[src/ptom_pkg.sv]
package ptom_pkg;

  localparam int BOOK_DEPTH = 16;
  localparam int IDX_W      = (BOOK_DEPTH > 1) ? $clog2(BOOK_DEPTH) : 1;
  localparam int CNT_W      = $clog2(BOOK_DEPTH + 1);
  localparam int MAX_FILLS  = 31;
  localparam int FILLS_W    = 5;

  localparam logic [1:0] CMD_ADD_BUY  = 2'd0;
  localparam logic [1:0] CMD_ADD_SELL = 2'd1;
  localparam logic [1:0] CMD_MATCH    = 2'd2;
  localparam logic [1:0] CMD_UNUSED   = 2'd3;

  localparam logic [2:0] ST_ADDED = 3'd0;
  localparam logic [2:0] ST_ZERO  = 3'd1;
  localparam logic [2:0] ST_FULL  = 3'd2;
  localparam logic [2:0] ST_FILL  = 3'd3;
  localparam logic [2:0] ST_DONE  = 3'd4;

  typedef struct packed {
    logic [15:0] trader;
    logic [31:0] price;
    logic [30:0] qty;
  } entry_t;

  typedef struct packed {
    logic             ins;
    logic [CNT_W-1:0] ins_pos;
    entry_t           ins_entry;
    logic             pop;
    logic             hq_wr;
    logic [30:0]      hq_val;
  } book_ctl_t;

endpackage

[src/ptom_book.sv]
module ptom_book (
  input  logic                       clk,
  input  logic                       rst_n,
  input  ptom_pkg::book_ctl_t        ctl,
  input  logic [ptom_pkg::IDX_W-1:0] rd_idx,
  output ptom_pkg::entry_t           rd_entry,
  output ptom_pkg::entry_t           head,
  output logic [ptom_pkg::CNT_W-1:0] count
);

  ptom_pkg::entry_t                 ent_r   [ptom_pkg::BOOK_DEPTH];
  ptom_pkg::entry_t                 ent_nxt [ptom_pkg::BOOK_DEPTH];
  logic [ptom_pkg::CNT_W-1:0]       cnt_r, cnt_nxt;

  // Shift entries open on insert, close on pop, patch head quantity
  always_comb begin
    for (int i = 0; i < ptom_pkg::BOOK_DEPTH; i++) begin
      ent_nxt[i] = ent_r[i];
      if (ctl.ins) begin
        if (ptom_pkg::CNT_W'(i) == ctl.ins_pos) begin
          ent_nxt[i] = ctl.ins_entry;
        end else if (i > 0 && ptom_pkg::CNT_W'(i) > ctl.ins_pos) begin
          ent_nxt[i] = ent_r[(i > 0) ? i - 1 : 0];
        end
      end else if (ctl.pop) begin
        if (i < ptom_pkg::BOOK_DEPTH - 1) begin
          ent_nxt[i] = ent_r[(i < ptom_pkg::BOOK_DEPTH - 1) ? i + 1 : i];
        end
      end else if (ctl.hq_wr && i == 0) begin
        ent_nxt[i].qty = ctl.hq_val;
      end
    end
    cnt_nxt = cnt_r;
    if (ctl.ins) begin
      cnt_nxt = cnt_r + 1'b1;
    end else if (ctl.pop) begin
      cnt_nxt = cnt_r - 1'b1;
    end
  end

  always_ff @(posedge clk) begin
    for (int i = 0; i < ptom_pkg::BOOK_DEPTH; i++) begin
      ent_r[i] <= ent_nxt[i];
    end
  end

  always_ff @(posedge clk) begin
    if (!rst_n) begin
      cnt_r <= '0;
    end else begin
      cnt_r <= cnt_nxt;
    end
  end

  assign rd_entry = ent_r[rd_idx];
  assign head     = ent_r[0];
  assign count    = cnt_r;

`ifndef ASSERT_OFF
  a_cnt_range: assert property (@(posedge clk) disable iff (!rst_n)
    cnt_r <= ptom_pkg::CNT_W'(ptom_pkg::BOOK_DEPTH))
    else $error("book count beyond depth");
  a_no_ins_full: assert property (@(posedge clk) disable iff (!rst_n)
    ctl.ins |-> cnt_r < ptom_pkg::CNT_W'(ptom_pkg::BOOK_DEPTH))
    else $error("insert into full book");
  a_no_pop_empty: assert property (@(posedge clk) disable iff (!rst_n)
    ctl.pop |-> cnt_r != '0)
    else $error("pop from empty book");
`endif

endmodule

[config.mk]
export PLATFORM = sky130hd
export DESIGN_NAME = ptom_book
export DESIGN_NICKNAME = d
export VERILOG_FILES = /design/src/ptom_pkg.sv /design/src/ptom_book.sv
export SDC_FILE = /design/constraint.sdc
export NUM_CORES = 2
export LEC_CHECK = 0
export ABC_AREA = 1
export BUFFER_PORTS_ARGS = -buffer_cell sky130_fd_sc_hd__buf_2
export CAP_MARGIN = 15
export CELL_PAD_IN_SITES_DETAIL_PLACEMENT = 1
export CELL_PAD_IN_SITES_GLOBAL_PLACEMENT = 1
export CORE_AREA = 2 2 435 437
export CTS_BUF_LIST = sky130_fd_sc_hd__clkbuf_16
export DETAILED_ROUTE_END_ITERATION = 8
export DIE_AREA = 0 0 437 439
export GPL_ROUTABILITY_DRIVEN = 0
export HOLD_SLACK_MARGIN = 0.08
export PLACE_DENSITY = 0.79
export SLEW_MARGIN = 20
export SYNTH_ARGS = -nofsm -noshare
export SYNTH_HDL_FRONTEND = slang
export SYNTH_SLANG_ARGS = --single-unit
[constraint.sdc]
create_clock -name clk -period 6.8 [get_ports clk]
set_input_delay 1.02 -clock clk [delete_from_list [all_inputs] [get_ports clk]]
set_output_delay 1.02 -clock clk [all_outputs]
set_load 0.03 [all_outputs]
; After elaboration in Yosys (flattened, before gate mapping)
; Memory sizes are Yosys's and may differ from the RTL's.
; Index checks and enable logic that the tools add are counted.
[word_totals]
ramBits = 1264
n_memories = 1
wordCells = 102
output_inout_bits = 163
ff_bits = 5
[op_classes]
eq_ne = 15
mux = 66
n_addsub = 2
n_reduce_logical = 2
order_cmp = 15
[mem_list]
columns = name, words, width, rd, rd_clocked_by_memory_dff, write_ports, line
row1 = ent_r, 16, 79, 17, 0, 16, ptom_book.sv:11  ; ptom_pkg::entry_t ent_r [ptom_pkg::BOOK_DEPTH];
[op_table]
columns = op, n
row1 = 79-bit 2-to-1 mux, 61
row2 = 31-bit 2-to-1 mux, 2
row3 = 48-bit 2-to-1 mux, 1
row4 = "4-bit by 5-bit == test with 1-bit output, first input constant", 8
row5 = "4-bit by 5-bit greater-than comparator with 1-bit output, first input constant", 8
row6 = "3-bit by 5-bit == test with 1-bit output, first input constant", 4
row7 = "3-bit by 5-bit greater-than comparator with 1-bit output, first input constant", 4
row8 = "2-bit by 5-bit == test with 1-bit output, first input constant", 2
row9 = "2-bit by 5-bit greater-than comparator with 1-bit output, first input constant", 2
row10 = 5-bit 2-to-1 mux, 2
row11 = "5-bit by 1-bit adder with 5-bit output, second input constant", 1
row12 = "1-bit by 5-bit == test with 1-bit output, first input constant", 1
row13 = "1-bit by 5-bit greater-than comparator with 1-bit output, first input constant", 1
row14 = 5-bit zero test, 1
row15 = "5-bit by 1-bit subtractor with 5-bit output, second input constant", 1
row16 = 2-bit nonzero test, 1

; Logic depth before layout (Yosys ltp)
[logic_depth]
word_depth = 4
ltp_mapped = 13

; Least setup slack after synthesis
; Ideal clock, no wire load.
[synth_path]
path_kind = input-to-reg
from = in ctl[117] (netlist bit)
to = mem ent_r[2][0] (netlist bit), enable pin
slack_ns = 0.080
t_arrival_ns = 6.157
path_buffers = 5
cell_stages = 6
required_time_ns = 6.237
setup_time_ns = 0.563
path_cell_list = buf_2 > buf_2 > buf_2 > buf_2 > clkbuf_1 > a31oi_1
[synth_lines]
columns = item, line
row1 = from (decl), ptom_book.sv:4  ; input ptom_pkg::book_ctl_t ctl,
row2 = to (decl), ptom_book.sv:11

==> out/summary.txt <==
Pleak: 39.8 nW
Status: completed
Final worst path period need: 4770 ps
IO Pins: 287
Unique masters post-synth: 25
Routed vias/inst: 5.90
Crit share post-route: 70.2%
Post-synth top area cell: edfxtp_1
CTS tree: built
Final net count: 10600
Core area: 187000 um^2
TritonCTS buffer count: 154
Detailed Place HPWL: 177 mm
Slew Limit Fails: 0
Clock sink count: 1269
Arrival time at the worst endpoint: 3750 ps
CTS max path bufs: 3
Final hold slack: 505 ps
Die area: 192000 um^2
Initial antenna violation count: 15
Hold Path Stages: 3
Pre-antenna DRT Iters: 5
Hold_sp: ctl[22]
Final std cell area, no fill: 86100 um^2
Gr ovfl total: 0
Fin util: 46.1%
Clk_lat worst skew: 810 ps
RSZ-0062 raised after global routing: no
Fmax: 210 MHz
Setup TNS Final: 0 ps
Vias in the first global route: 80500
Worst reg2reg path endpoint: count[4]
Reg2reg path depth: 7
Slew Limit Headroom: 15.4%
Global-route wire length before repair: 490 mm
GRT Overall Usage: 33.1%
Cell Area, Placed: 81300 um^2
Clk pwr share: 36.7%
Hold WC Path Type: in -> reg
Most common cell after layout, fill and taps aside: nand2_1
Worst Tran Pin Value: 1270 ps
Synth Register Bits: 1269
Most frequent cells in the layout: nand2_1, inv_1, nand3_1, edfxtp_1, o21ai_0
Post-Syn Area per Cell: 7.26 um^2
WHS Endpoint: ent_r[0][22]
Cell-internal power: 15.4 mW
Routed Antenna Nets: 0
Die outline width: 437 um
Post-Syn Instances: 10800
Power per cell area: 260 nW/um^2
Synth-to-layout area growth: 9.95%
Sw Share: 31.1%
Vias: 77400
R2r setup slk: 5350 ps
Initial Utilization: 41.9%
Yosys top cell area share: 48.5%
Synthesized area: 78300 um^2
Worst setup path start: rd_idx[2]
CP Class: in -> out
CP Data Required Time: 5780 ps
Final Skew: 21.0 ps
Placed Cells: 12800
Ratio of cells with drive above 1 in the final layout: 6.23%
Sequential element share of the synthesized area: 48.6%
Clock-pin slew on the worst setup and hold paths: 60 ps
VDD IR-drop max: 0.290 mV
Postcts setup bufs: 0
Die H: 439 um
Dominant cells by area after synthesis: edfxtp_1, nand2_1, nand3_1, inv_1, o21ai_0
Worst Setup End Kind: output pin
# resized after CTS: 0
Worst-path maximum fanout: 76
Site Rows: 159
Hold buffer count at cts: 0
Drt initial violations: 7267
Logic pwr share: 18.5%
Root Buffer: clkbuf_16
Finished Layout Cells: 13100
Final setup vio count: 0
Final hold viol count: 0
Share of power burned in registers: 44.8%
Final wirelength: 324 mm
Port Buffers: 286
Critical path launch point type: input port
RR Startpoint: count[0]
Post-route DRC: 0
Maximum capacitance violations: 0
Psw: 6.95 mW
YS warnings: 0
WL/cell: 24.7 um
H-tree depth: 4
Pin count of the biggest net entering global routing: 195
Syn nets: 10900
==> routing by layer <==
layer | GRT usage [%] | share of wire, % | vias to the layer above
li1 | - | - | 34500
met1 | 40.9 | 40 | 38700
met2 | 56.7 | 48 | 3347
met4 | 16.2 | 5.2 | 16
met3 | 4.56 | 7.3 | 879
met5 | 0 | 0.031 | -
==> power by group through the flow <==
| stage | clock [mW] | combinational (mW) | sequential [mW] |
|---|---|---|---|
| floorplan | 0 | 2.59 | 10.2 |
| global placement | 0 | 3.90 | 10.1 |
| detailed placement | 0 | 4.04 | 10.2 |
| CTS | 8.27 | 4.08 | 10.0 |
| global route | 8.55 | 4.53 | 10.1 |
| finish | 8.20 | 4.13 | 10.0 |
==> cells in the mapped netlist <==
master / number
clkinv_1: 1
o21ai_1: 94
dfxtp_1: 5
o21ai_0: 830
a21oi_1: 565
nor2_1: 331
clkbuf_1: 595
buf_4: 5
edfxtp_1: 1264
nand3_1: 1353
o211ai_1: 31
o22ai_1: 237
buf_2: 148
nand4_1: 1
xnor2_1: 1
fa_1: 1
inv_1: 1347
nand2_1: 3850
buf_1: 95
a31oi_1: 6
nand3_2: 2
nor2_2: 5
ha_1: 3
o21a_1: 1
inv_2: 13
==> sequential cells by signal (all words and copies together), names as in the netlist <==
register  count
ent_r      1264
count         5
==> cells by family (layout without fill, tap and decap cells) <==
family                   after synthesis  after routing  share of synthesized area, %
AO/OA/AOI/OAI                       1764           1764                          11.8
XOR/XNOR                               1              1                        0.0112
adder cells (fa/ha/maj)                4              4                        0.0735
buffers and inverters               2204           2035                          10.8
flip-flops                          1269           1269                          48.6
other                                  0              4                             0
AND/OR/NAND/NOR                     5542           5542                          28.8
==> cell type report <==
| cell class | instances | area [um^2] |
|---|---|---|
| Timing Repair Buffer | 400 | 2800 |
| Fill cell | 23400 | 101000 |
| Clock inverter | 112 | 764 |
| Clock buffer | 162 | 4050 |
| Inverter | 1361 | 5150 |
| Antenna cell | 4 | 10.0 |
| Multi-Input combinational cell | 7311 | 32200 |
| Sequential cell | 1269 | 38100 |
| Tap cell | 2495 | 3120 |
==> worst max-delay path, cell delays in order <==
cell and delay (ps):
clkbuf_8 400, inv_8 820, buf_4 660, nand3_1 140, nand3_1 90, nand2_1 210
buf_2 260
==> worst max-delay path by stage <==
stage | cells past startpoint | slack [ps] | end
5_1_grt | 7 | 2120 | rd_entry[77]
6_report | 7 | 2030 | rd_entry[77]
3_3_place_gp | 7 | 2190 | rd_entry[77]
2_1_floorplan | 6 | 80 | ent_r[2][0]
4_1_cts | 7 | 2180 | rd_entry[77]
3_5_place_dp | 7 | 2190 | rd_entry[77]
==> metrics by stage <==
stage / worst slack (ps) / total power, mW
floorplan: 80.3 / 12.8
CTS: 2180 / 22.4
detailed placement: 2190 / 14.2
global placement: 2190 / 14.0
finish: 2030 / 22.4
global route: 2120 / 23.2
Note: power is estimated with default switching activity, not from simulation.
