**src/ptom_alu.sv**
```systemverilog
module ptom_alu (
  input  logic [31:0] a,
  input  logic [31:0] b,
  output logic [31:0] diff,
  output logic        borrow
);

  // Subtract with borrow out; borrow set means a < b
  assign {borrow, diff} = {1'b0, a} - {1'b0, b};

endmodule

```
**config.mk**
```make
export PLATFORM = sky130hd
export DESIGN_NAME = ptom_alu
export DESIGN_NICKNAME = d
export VERILOG_FILES = /design/src/ptom_alu.sv
export SDC_FILE = /design/constraint.sdc
export NUM_CORES = 1
export LEC_CHECK = 0
export ABC_AREA = 1
export BUFFER_PORTS_ARGS = -buffer_cell sky130_fd_sc_hd__clkbuf_2
export CAP_MARGIN = 10
export CORE_UTILIZATION = 43
export DETAILED_ROUTE_END_ITERATION = 10
export GPL_TIMING_DRIVEN = 0
export PLACE_DENSITY = 0.71
export SYNTH_ARGS = -nofsm -noshare
export SYNTH_HDL_FRONTEND = slang
export SYNTH_SLANG_ARGS = --single-unit
```
**constraint.sdc**
```tcl
create_clock -name vclk -period 2
set_input_delay 0.3 -clock vclk [all_inputs]
set_output_delay 0.3 -clock vclk [all_outputs]
set_load 0.01 [all_outputs]
```
# Word-level counts from Yosys, hierarchy flattened
# Cells that the tools add are included.
# W data, S select, Z words.
dict set report word_totals {
  ff_bits 0
  out_inout_bits 33
  elab_cells 1
  in_bits 64
}
dict set report op_classes {
  addsub 1
}
# op count
set op_table {}
lappend op_table {{$sub A32 B32 Y33} 1}

# Logic depth before layout (Yosys ltp)
# Gate-level depths: netlist (run 1).
dict set report depth {
  depth_word 1
  depth_mapped 13
  mapped_depth_nobuf 13
}

# Worst setup path before layout (run 1)
# No wires, ideal clock.
dict set report synth_path {
  path_type {input to output}
  from {in a[0]}
  to {out diff[16]}
  arrival_time_ns 1.637
  slack_ns 0.063
  path_stages 12
  path_buffers 0
  required_time_ns 1.700
  path_cell_list {inv_1 > ha_1 > fa_1 > inv_1 > nand3_1 > nand3_1 > nand2_1 > nand2_1 > nand2_1 > nand3b_1 > nand2_1 > nand2_1}
}
dict set report synth_between {
  elab_chain_len 1
}
# item line
set synth_lines {}
lappend synth_lines {{start, declared} 2} ;# input logic [31:0] a,
lappend synth_lines {{$sub A32 B32 Y33} 9} ;# assign {borrow, diff} = {1'b0, a} - {1'b0, b};
lappend synth_lines {{end, declared} 4} ;# output logic [31:0] diff,
# No other way between the ends.

# Worst setup path in the final report (run 1)
dict set report layout_path {
  from {in a[0]}
  to {out diff[22]}
}
# The elaborated chain is that of the path after synthesis.

==> qor.csv, run 1 <==
metric,value,unit
Crit path required time,1700,ps
Filler Cells Inserted,485,
Adder-Cell Fraction of Synth Area,0.163,
critical path capture point type,primary output,
die height,79.3,µm
remaining antenna violation count after routing,0,
"Slew Viols, Final",0,
grt ovf,0,
area grow syn2layout,55.4,%
largest family of logic cells by synthesized area,simple AND/OR/NAND/NOR gates,
# clk buffers,0,
Mapped Area,0.00257,mm²
gr usage total,0.255,
layout cells sized above 1,0.384,
Ant. Diodes,0,
final hold viol count,0,
post-detail-place hpwl,6.76,mm
status,"finished, violations left",
CP dominant cell by count,nand2_1,
num sequential,0,
vias,3515,
Synth Area in Simple Gates,0.517,
RSZ-0062 raised after global routing,yes,
pwr dens,330,mW/mm²
chip width,79.3,µm
violations in the final reports,setup timing,
Worst Setup Path Type,input port to primary output,
core area,0.00564,mm²
largest net degree at the start of global routing,7,
post-synthesis mux area share,0,
post-synthesis sequential area ratio,0,
Hold Crit Class,input port to primary output,
Synth Area per Inst,4.68,µm²
Initial DRC Count,195,
GP Congestion,0.937,
Final Util,0.709,
delay of the slowest cell on the worst path,350,ps
Slew @ Worst Pin,263,ps
Max Fclk,484,MHz
antenna violations before repair,0,
post-synthesis cell count,550,
Compound-Gate Fraction of Synth Area,0.0486,
nets,758,
crit path DAT,1760,ps
Min Hold Slack,925,ps
routed len/inst,12.5,µm
LEAKAGE,0.00251,µW
synth unique cells,21,
endpoints failing setup,9,
MaxCap Viol Count,0,
vias per inst,4.81,
DRT Pass-1 Iters,4,
Multi-input gate area,0.00274,mm²
Top Ports,97,
Slew headroom,0.825,
cts hold-fix bufs,0,
crit path to,diff[22],
Rows,27,
first-pass GRT wire length,12.9,mm
syn nets,647,
post-synthesis xor/xnor area fraction,0.0477,
yosys warns,0,
"Min Clock Period, post-route",2060,ps
vias in the first global route,3079,
die area,0.00630,mm²
Buffers on Ports,97,
Startpoint Class,input port,
DRC Markers,0,
critical path peak fanout,3,
CP Launch Point,a[0],
setup ws final,-64.9,ps
maximum vdd ir drop,0.000187,V
Reg area,0,µm²
"critical path, cell by cell",buf_6 -> inv_4 -> ha_4 -> fa_2 -> inv_2 -> buf_4 -> nand2_1 -> nand3_2 -> nand2_2 -> nand2_4 -> nand2_2 -> nand2_1 -> nand2_1 -> nand2_1 -> buf_2,
DRT Wirelength,9.17,mm
Initial Util,0.456,
Tcrit/Tclk final,1.03,
"Slowest-stage cell, CP",fa_2,
[synthesized netlist by cell type (all sizes together), types with 2 or more instances]
master / number / area share
xnor2: 2 / 0.0068
nand2: 239 / 0.36
nand3: 27 / 0.058
nand4: 6 / 0.015
nand3b: 2 / 0.0058
xor2: 12 / 0.041
inv: 153 / 0.22
a21oi: 21 / 0.041
ha: 32 / 0.16
nor3: 4 / 0.0097
nor2: 46 / 0.068
[power by group]
part	switching, µW	leakage (µW)	internal, µW
Clock	0	0	0
Combinational	760	0.00251	558
Sequential	0	0	0
Total	760	0.00251	558
[metal layers]
metal / routed length [µm] / GRT usage / vias to the layer above
met3: 443 / 0.00460 / 14
met2: 4600 / 0.466 / 120
met1: 3990 / 0.337 / 1554
li1: - / - / 1827
met4: 137 / 0.0364 / 0
met5: 0 / 0 / -
[cells in the final DEF (no fill, tap or decap)]
cell type and count:
nand2_1 185, a21o_1 1, nand2_2 41, nor2_1 24
o21ai_0 1, a21oi_4 2, nor2_4 3, buf_6 4
and2_4 1, a21oi_1 8, a21oi_2 11, inv_2 11
fa_2 1, xor2_1 12, buf_2 12, nand3_1 19
nand4_1 6, nand3b_1 2, nor3_2 3, or2_1 1
nand2_4 13, nand3_2 7, inv_1 141, ha_4 30
ha_1 2, buf_4 10, o21bai_1 1, nand3_4 1
nor3_1 1, nor2_2 19, xnor2_1 2, inv_4 1
clkbuf_2 83
[worst max-delay path, delay by kind of cell]
family        cells  cell delay [ps]
fa+ha+maj         2              500
buf+inv           5              430
simple gates      8              530
[layout make-up]
class	instances	share of cell area
well taps	72	0.0225
multi-input cells	397	0.684
repair buffers	109	0.149
inverters	153	0.144
[cells by family (layout without fill, tap and decap cells)]
family	count (synthesis)	after routing
buffers and inverters	153	262
adder cells (fa/ha/maj)	33	33
AO/OA/AOI/OAI	24	24
AND/OR/NAND/NOR	326	326
XOR/XNOR	14	14
[worst min path at each step]
stage                     start  endpoint  slack [ps]  depth (start not counted)
after detailed placement   b[0]   diff[0]         940                          4
final                      b[0]   diff[0]         920                          4
after global routing       b[0]   diff[0]         930                          4
after global placement     b[0]   diff[0]         920                          4
after CTS                  b[0]   diff[0]         960                          4
after floorplan            b[0]   diff[0]         750                          2
[stage by stage]
stage                     instance area (µm²)  setup TNS, ps  std cells  power, µW  setup slack, ps
after detailed placement                 3150          -3290        719        975             -383
final                                    4000           -284        731       1320            -64.9
after CTS                                3370           -455        722       1060            -95.7
after global placement                   3150          -3270        719        966             -391
after global routing                     4000          -1990        731       1440             -165
after floorplan                          2570              0        550        645             63.3
[repair_timing]
item | in CTS | in global routing
setup endpoints to repair | 21 | 26
gates resized for setup | 47 | 143
gates cloned | 0 | 0
setup buffers | 3 | 9
pin swaps | 15 | 37
No activity file was read; power rests on OpenSTA's default activity.
==> inputs of run 2 (changes only) <==
--- a/config.mk
+++ b/config.mk
@@ -8,10 +8,12 @@
 export ABC_AREA = 1
 export BUFFER_PORTS_ARGS = -buffer_cell sky130_fd_sc_hd__clkbuf_2
 export CAP_MARGIN = 10
-export CORE_UTILIZATION = 43
+export CELL_PAD_IN_SITES_DETAIL_PLACEMENT = 0
+export CELL_PAD_IN_SITES_GLOBAL_PLACEMENT = 1
+export CORE_UTILIZATION = 25
 export DETAILED_ROUTE_END_ITERATION = 10
 export GPL_TIMING_DRIVEN = 0
-export PLACE_DENSITY = 0.71
+export PLACE_DENSITY_LB_ADDON = 0.1
 export SYNTH_ARGS = -nofsm -noshare
 export SYNTH_HDL_FRONTEND = slang
 export SYNTH_SLANG_ARGS = --single-unit
==> run 2 against run 1 <==
Effect of this change: non-clock buffer count rose by 5; via count down 4.5%; global-route usage fell by 8.8 points; clock-buffer cell count is the same; sequential cell count did not move; die area increased by 70%; first-iteration DRC count decreased by 64%; largest cell class unchanged; utilization decreased by 27 points; maximum frequency grew 1.4%; routed wire length is 3.1% higher; setup slack improved by 28 ps; the run still ends with setup timing left.
==> qor.csv, run 2 (synthesis results as in run 1) <==
metric,value,unit
endpoints failing setup,8,
Worst Setup Path Type,input port to primary output,
post-route cell area,0.00429,mm²
"Min Clock Period, post-route",2040,ps
die area,0.0107,mm²
vias,3358,
critical path capture point type,primary output,
routed len/inst,11.9,µm
DRT Wirelength,9.46,mm
nets,763,
post-detail-place hpwl,7.86,mm
"commonest non-fill, non-tap cell in the layout",nand2_1,
setup ws final,-37.3,ps
DRT Pass-1 Iters,4,
CP Launch Point,a[0],
Tcrit/Tclk final,1.02,
LEAKAGE,0.00258,µW
vias per inst,4.21,
GP Congestion,0.896,
Startpoint Class,input port,
Ant. Diodes,0,
Initial DRC Count,71,
maximum vdd ir drop,0.000113,V
"Power, Total",1390,µW
layout cells sized above 1,0.414,
MaxCap Viol Count,0,
Top Ports,97,
cts hold-fix bufs,0,
pwr dens,324,mW/mm²
area grow syn2layout,66.8,%
Slew headroom,0.825,
Initial Util,0.261,
num sequential,0,
Reg area,0,µm²
Slew @ Worst Pin,262,ps
# clk buffers,0,
remaining antenna violation count after routing,0,
Crit path required time,1700,ps
core area,0.00986,mm²
met2 WL post-DR,4.59,mm
violations in the final reports,setup timing,
hold wc startpoint,b[0],
die height,103,µm
crit path DAT,1740,ps
DRC Markers,0,
chip width,103,µm
gr usage total,0.167,
most frequent cells in the layout,"nand2_1, inv_1, clkbuf_2, nand2_2, ha_4",
final hold viol count,0,
vias in the first global route,2956,
Top Metal Used,met3,
largest net degree at the start of global routing,7,
antenna violations before repair,0,
grt ovf,0,
met3 wire len,246,µm
Rows,36,
Metal-1 WL,4.62,mm
dpl cell area,0.00322,mm²
Final Util,0.435,
Buffers on Ports,97,
Hold Crit Class,input port to primary output,
RSZ-0062 raised after global routing,yes,
post-placement setup slack,-414,ps
status,"finished, violations left",
"Slew Viols, Final",0,
Max Fclk,491,MHz
first-pass GRT wire length,14.0,mm
critical path peak fanout,3,
==> run 2: changes by cell type in the layout (fill, tap and decap cells not counted), moves of 4 or more <==
cell	previous run	this run
nand2_1	185	181
nand2_4	13	18
nor2_4	3	13
nor2_2	19	12
buf_4	10	17
buf_2	12	19
clkbuf_2	83	73
==> run 2: power breakdown <==
group	switching (µW)	internal (µW)	leakage, µW
Clock	0	0	0
Sequential	0	0	0
Combinational	797	593	0.00258
==> run 2: metrics by stage <==
| step | instances | hold slack [ps] | setup TNS, ps |
|---|---|---|---|
| 5_1_grt | 797 | 941 | -1160 |
| 6_report | 797 | 916 | -170 |
| 2_1_floorplan | 550 | 748 | 0 |
| 3_3_place_gp | 780 | 926 | -4200 |
| 3_5_place_dp | 780 | 932 | -4460 |
| 4_1_cts | 785 | 962 | -557 |
==> run 2: worst paths after layout <==
check / cells after the start / slack [ps] / to
max: 12 / -40 / diff[8]
min: 4 / 920 / diff[0]
==> run 2: layout make-up <==
cell class	count	area, µm²
Tap cell	133	166
Inverter	153	579
Timing Repair Buffer	114	648
Multi-Input combinational cell	397	2900
Fill cell	1087	5570
==> run 2: worst max-delay path, cell delays in order <==
cell,delay (ps)
buf_8,70
inv_4,30
ha_4,150
fa_2,370
inv_4,100
nand3_4,70
nand3_4,110
nand2_4,60
nand2_4,70
buf_4,110
xor2_1,140
buf_2,150
==> run 2: what timing repair did <==
action,in CTS,in global routing
setup buffers,5,12
resized for setup,80,155
pin swaps,13,45
endpoints found under the setup margin,24,25
==> run 2: layer usage <==
layer,GRT usage,vias up
li1,-,1841
met1,0.232,1458
met2,0.305,59
met3,0.00202,0
met4,0.00108,0
met5,0,-
==> inputs of run 3 (changes only) <==
--- a/config.mk
+++ b/config.mk
@@ -10,6 +10,7 @@
 export CAP_MARGIN = 10
 export CELL_PAD_IN_SITES_DETAIL_PLACEMENT = 0
 export CELL_PAD_IN_SITES_GLOBAL_PLACEMENT = 1
+export CORE_MARGIN = 5
 export CORE_UTILIZATION = 25
 export DETAILED_ROUTE_END_ITERATION = 10
 export GPL_TIMING_DRIVEN = 0
==> constraint.sdc (replaced) <==
create_clock -name vclk -period 2.55
set_input_delay 0.3825 -clock vclk [all_inputs]
set_output_delay 0.3825 -clock vclk [all_outputs]
set_load 0.01 [all_outputs]
==> run 3 against run 2 <==
Effect of this change: the flow now finishes without violations; sequential share of layout area unchanged; first-iteration DRC count increased by 46%; non-clock buffer count decreased by 17.
==> qor.csv, run 3 (synthesis results as in run 1) <==
metric,value,unit
die area,0.0124,mm²
LEAKAGE,0.00237,µW
grt ovf,0,
setup bufs post-CTS,0,
Crit path required time,2170,ps
Initial DRC Count,104,
Min Hold Slack,1100,ps
Tcrit/Tclk final,0.938,
DRT Wirelength,8.96,mm
layout cells sized above 1,0.179,
clock share of power,0,
"commonest non-fill, non-tap cell in the layout",nand2_1,
Ant. Diodes,0,
status,"finished, final reports clean",
Filler Cells Inserted,1241,
maximum vdd ir drop,0.0000853,V
Multi-input gate area,0.00202,mm²
pwr dens,244,mW/mm²
chip width,111,µm
DRT Pass-1 Iters,4,
largest net degree at the start of global routing,7,
Slew @ Worst Pin,270,ps
"Power, Total",792,µW
critical path peak fanout,3,
vias in the first global route,3174,
DRC Markers,0,
first-pass GRT wire length,15.0,mm
Placed Cells,783,
Slew headroom,0.819,
vias per inst,4.05,
gr usage total,0.143,
RSZ-0062 raised after global routing,no,
# clk buffers,0,
Hold Crit Class,input port to primary output,
antenna violations before repair,0,
Top Ports,97,
area grow syn2layout,26.3,%
routed len/inst,11.4,µm
GP Congestion,0.897,
CP Launch Point,a[0],
Reg area,0,µm²
Worst Setup Path Type,input port to primary output,
remaining antenna violation count after routing,0,
"Slew Viols, Final",0,
Rows,37,
num sequential,0,
final hold viol count,0,
post-detail-place hpwl,8.44,mm
Sw Share,0.620,
endpoints failing setup,0,
hold wc startpoint,b[0],
most frequent cells in the layout,"nand2_1, inv_1, clkbuf_2, nor2_1, ha_1",
Max Fclk,418,MHz
nets,746,
Flop pwr share,0,
"Min Clock Period, post-route",2390,ps
Comb power frac,1.000,
crit path DAT,2010,ps
die height,111,µm
switching pwr,491,µW
Int Power,301,µW
setup_tns,0,ps
vias,3171,
cts hold-fix bufs,0,
Initial Util,0.253,
MaxCap Viol Count,0,
critical path capture point type,primary output,
Buffers on Ports,97,
Finished Layout Cells,783,
Startpoint Class,input port,
core area,0.0102,mm²
run 3: path summary, 6_finish.rpt:
check	end	slack (ps)	cells past startpoint
hold / removal	diff[0]	1100	4
setup / recovery	diff[16]	160	14
run 3: cell type report:
cell class,instances,share of cell area
multi-input combinational,397,0.621
inverter,153,0.177
timing repair buffer,97,0.149
tap,136,0.0524
run 3: per-stage QoR:
step / worst slack [ps] / utilization / area (µm²)
after floorplan: 448 / - / 2570
after global placement: -7.14 / 0.317 / 3230
after detailed placement: -21.2 / 0.317 / 3230
after CTS: 28.5 / 0.317 / 3230
after global routing: 9.66 / 0.319 / 3250
final: 159 / 0.319 / 3250
run 3: worst max-delay path, stage by stage:
cell,delay [ps]
clkbuf_2,80
inv_1,30
ha_1,210
fa_2,370
inv_1,120
nand3_1,90
nand3_2,130
nand2_1,80
nand2_2,90
nand2_1,80
nand3b_1,120
nand2_1,60
nand2_1,50
clkbuf_2,120
run 3: timing repair:
| action | 4_1_cts | 5_1_grt |
|---|---|---|
| pin swaps | 0 | 0 |
| endpoints found under the setup margin | 2 | 5 |
| gates resized for setup | 1 | 6 |
run 3: per-layer routing:
| layer | GRT usage | routed length [µm] | vias up |
|---|---|---|---|
| met5 | 0 | 0 | - |
| met4 | 0 | 0 | 0 |
| met3 | 0.00870 | 321 | 0 |
| met2 | 0.257 | 4110 | 65 |
| met1 | 0.202 | 4530 | 1304 |
| li1 | - | - | 1802 |
run 3: power by group through the flow:
stage          clock, µW  combinational [µW]  sequential, µW
4_1_cts                0                 809               0
2_1_floorplan          0                 506               0
5_1_grt                0                 910               0
3_3_place_gp           0                 806               0
3_5_place_dp           0                 805               0
6_report               0                 792               0
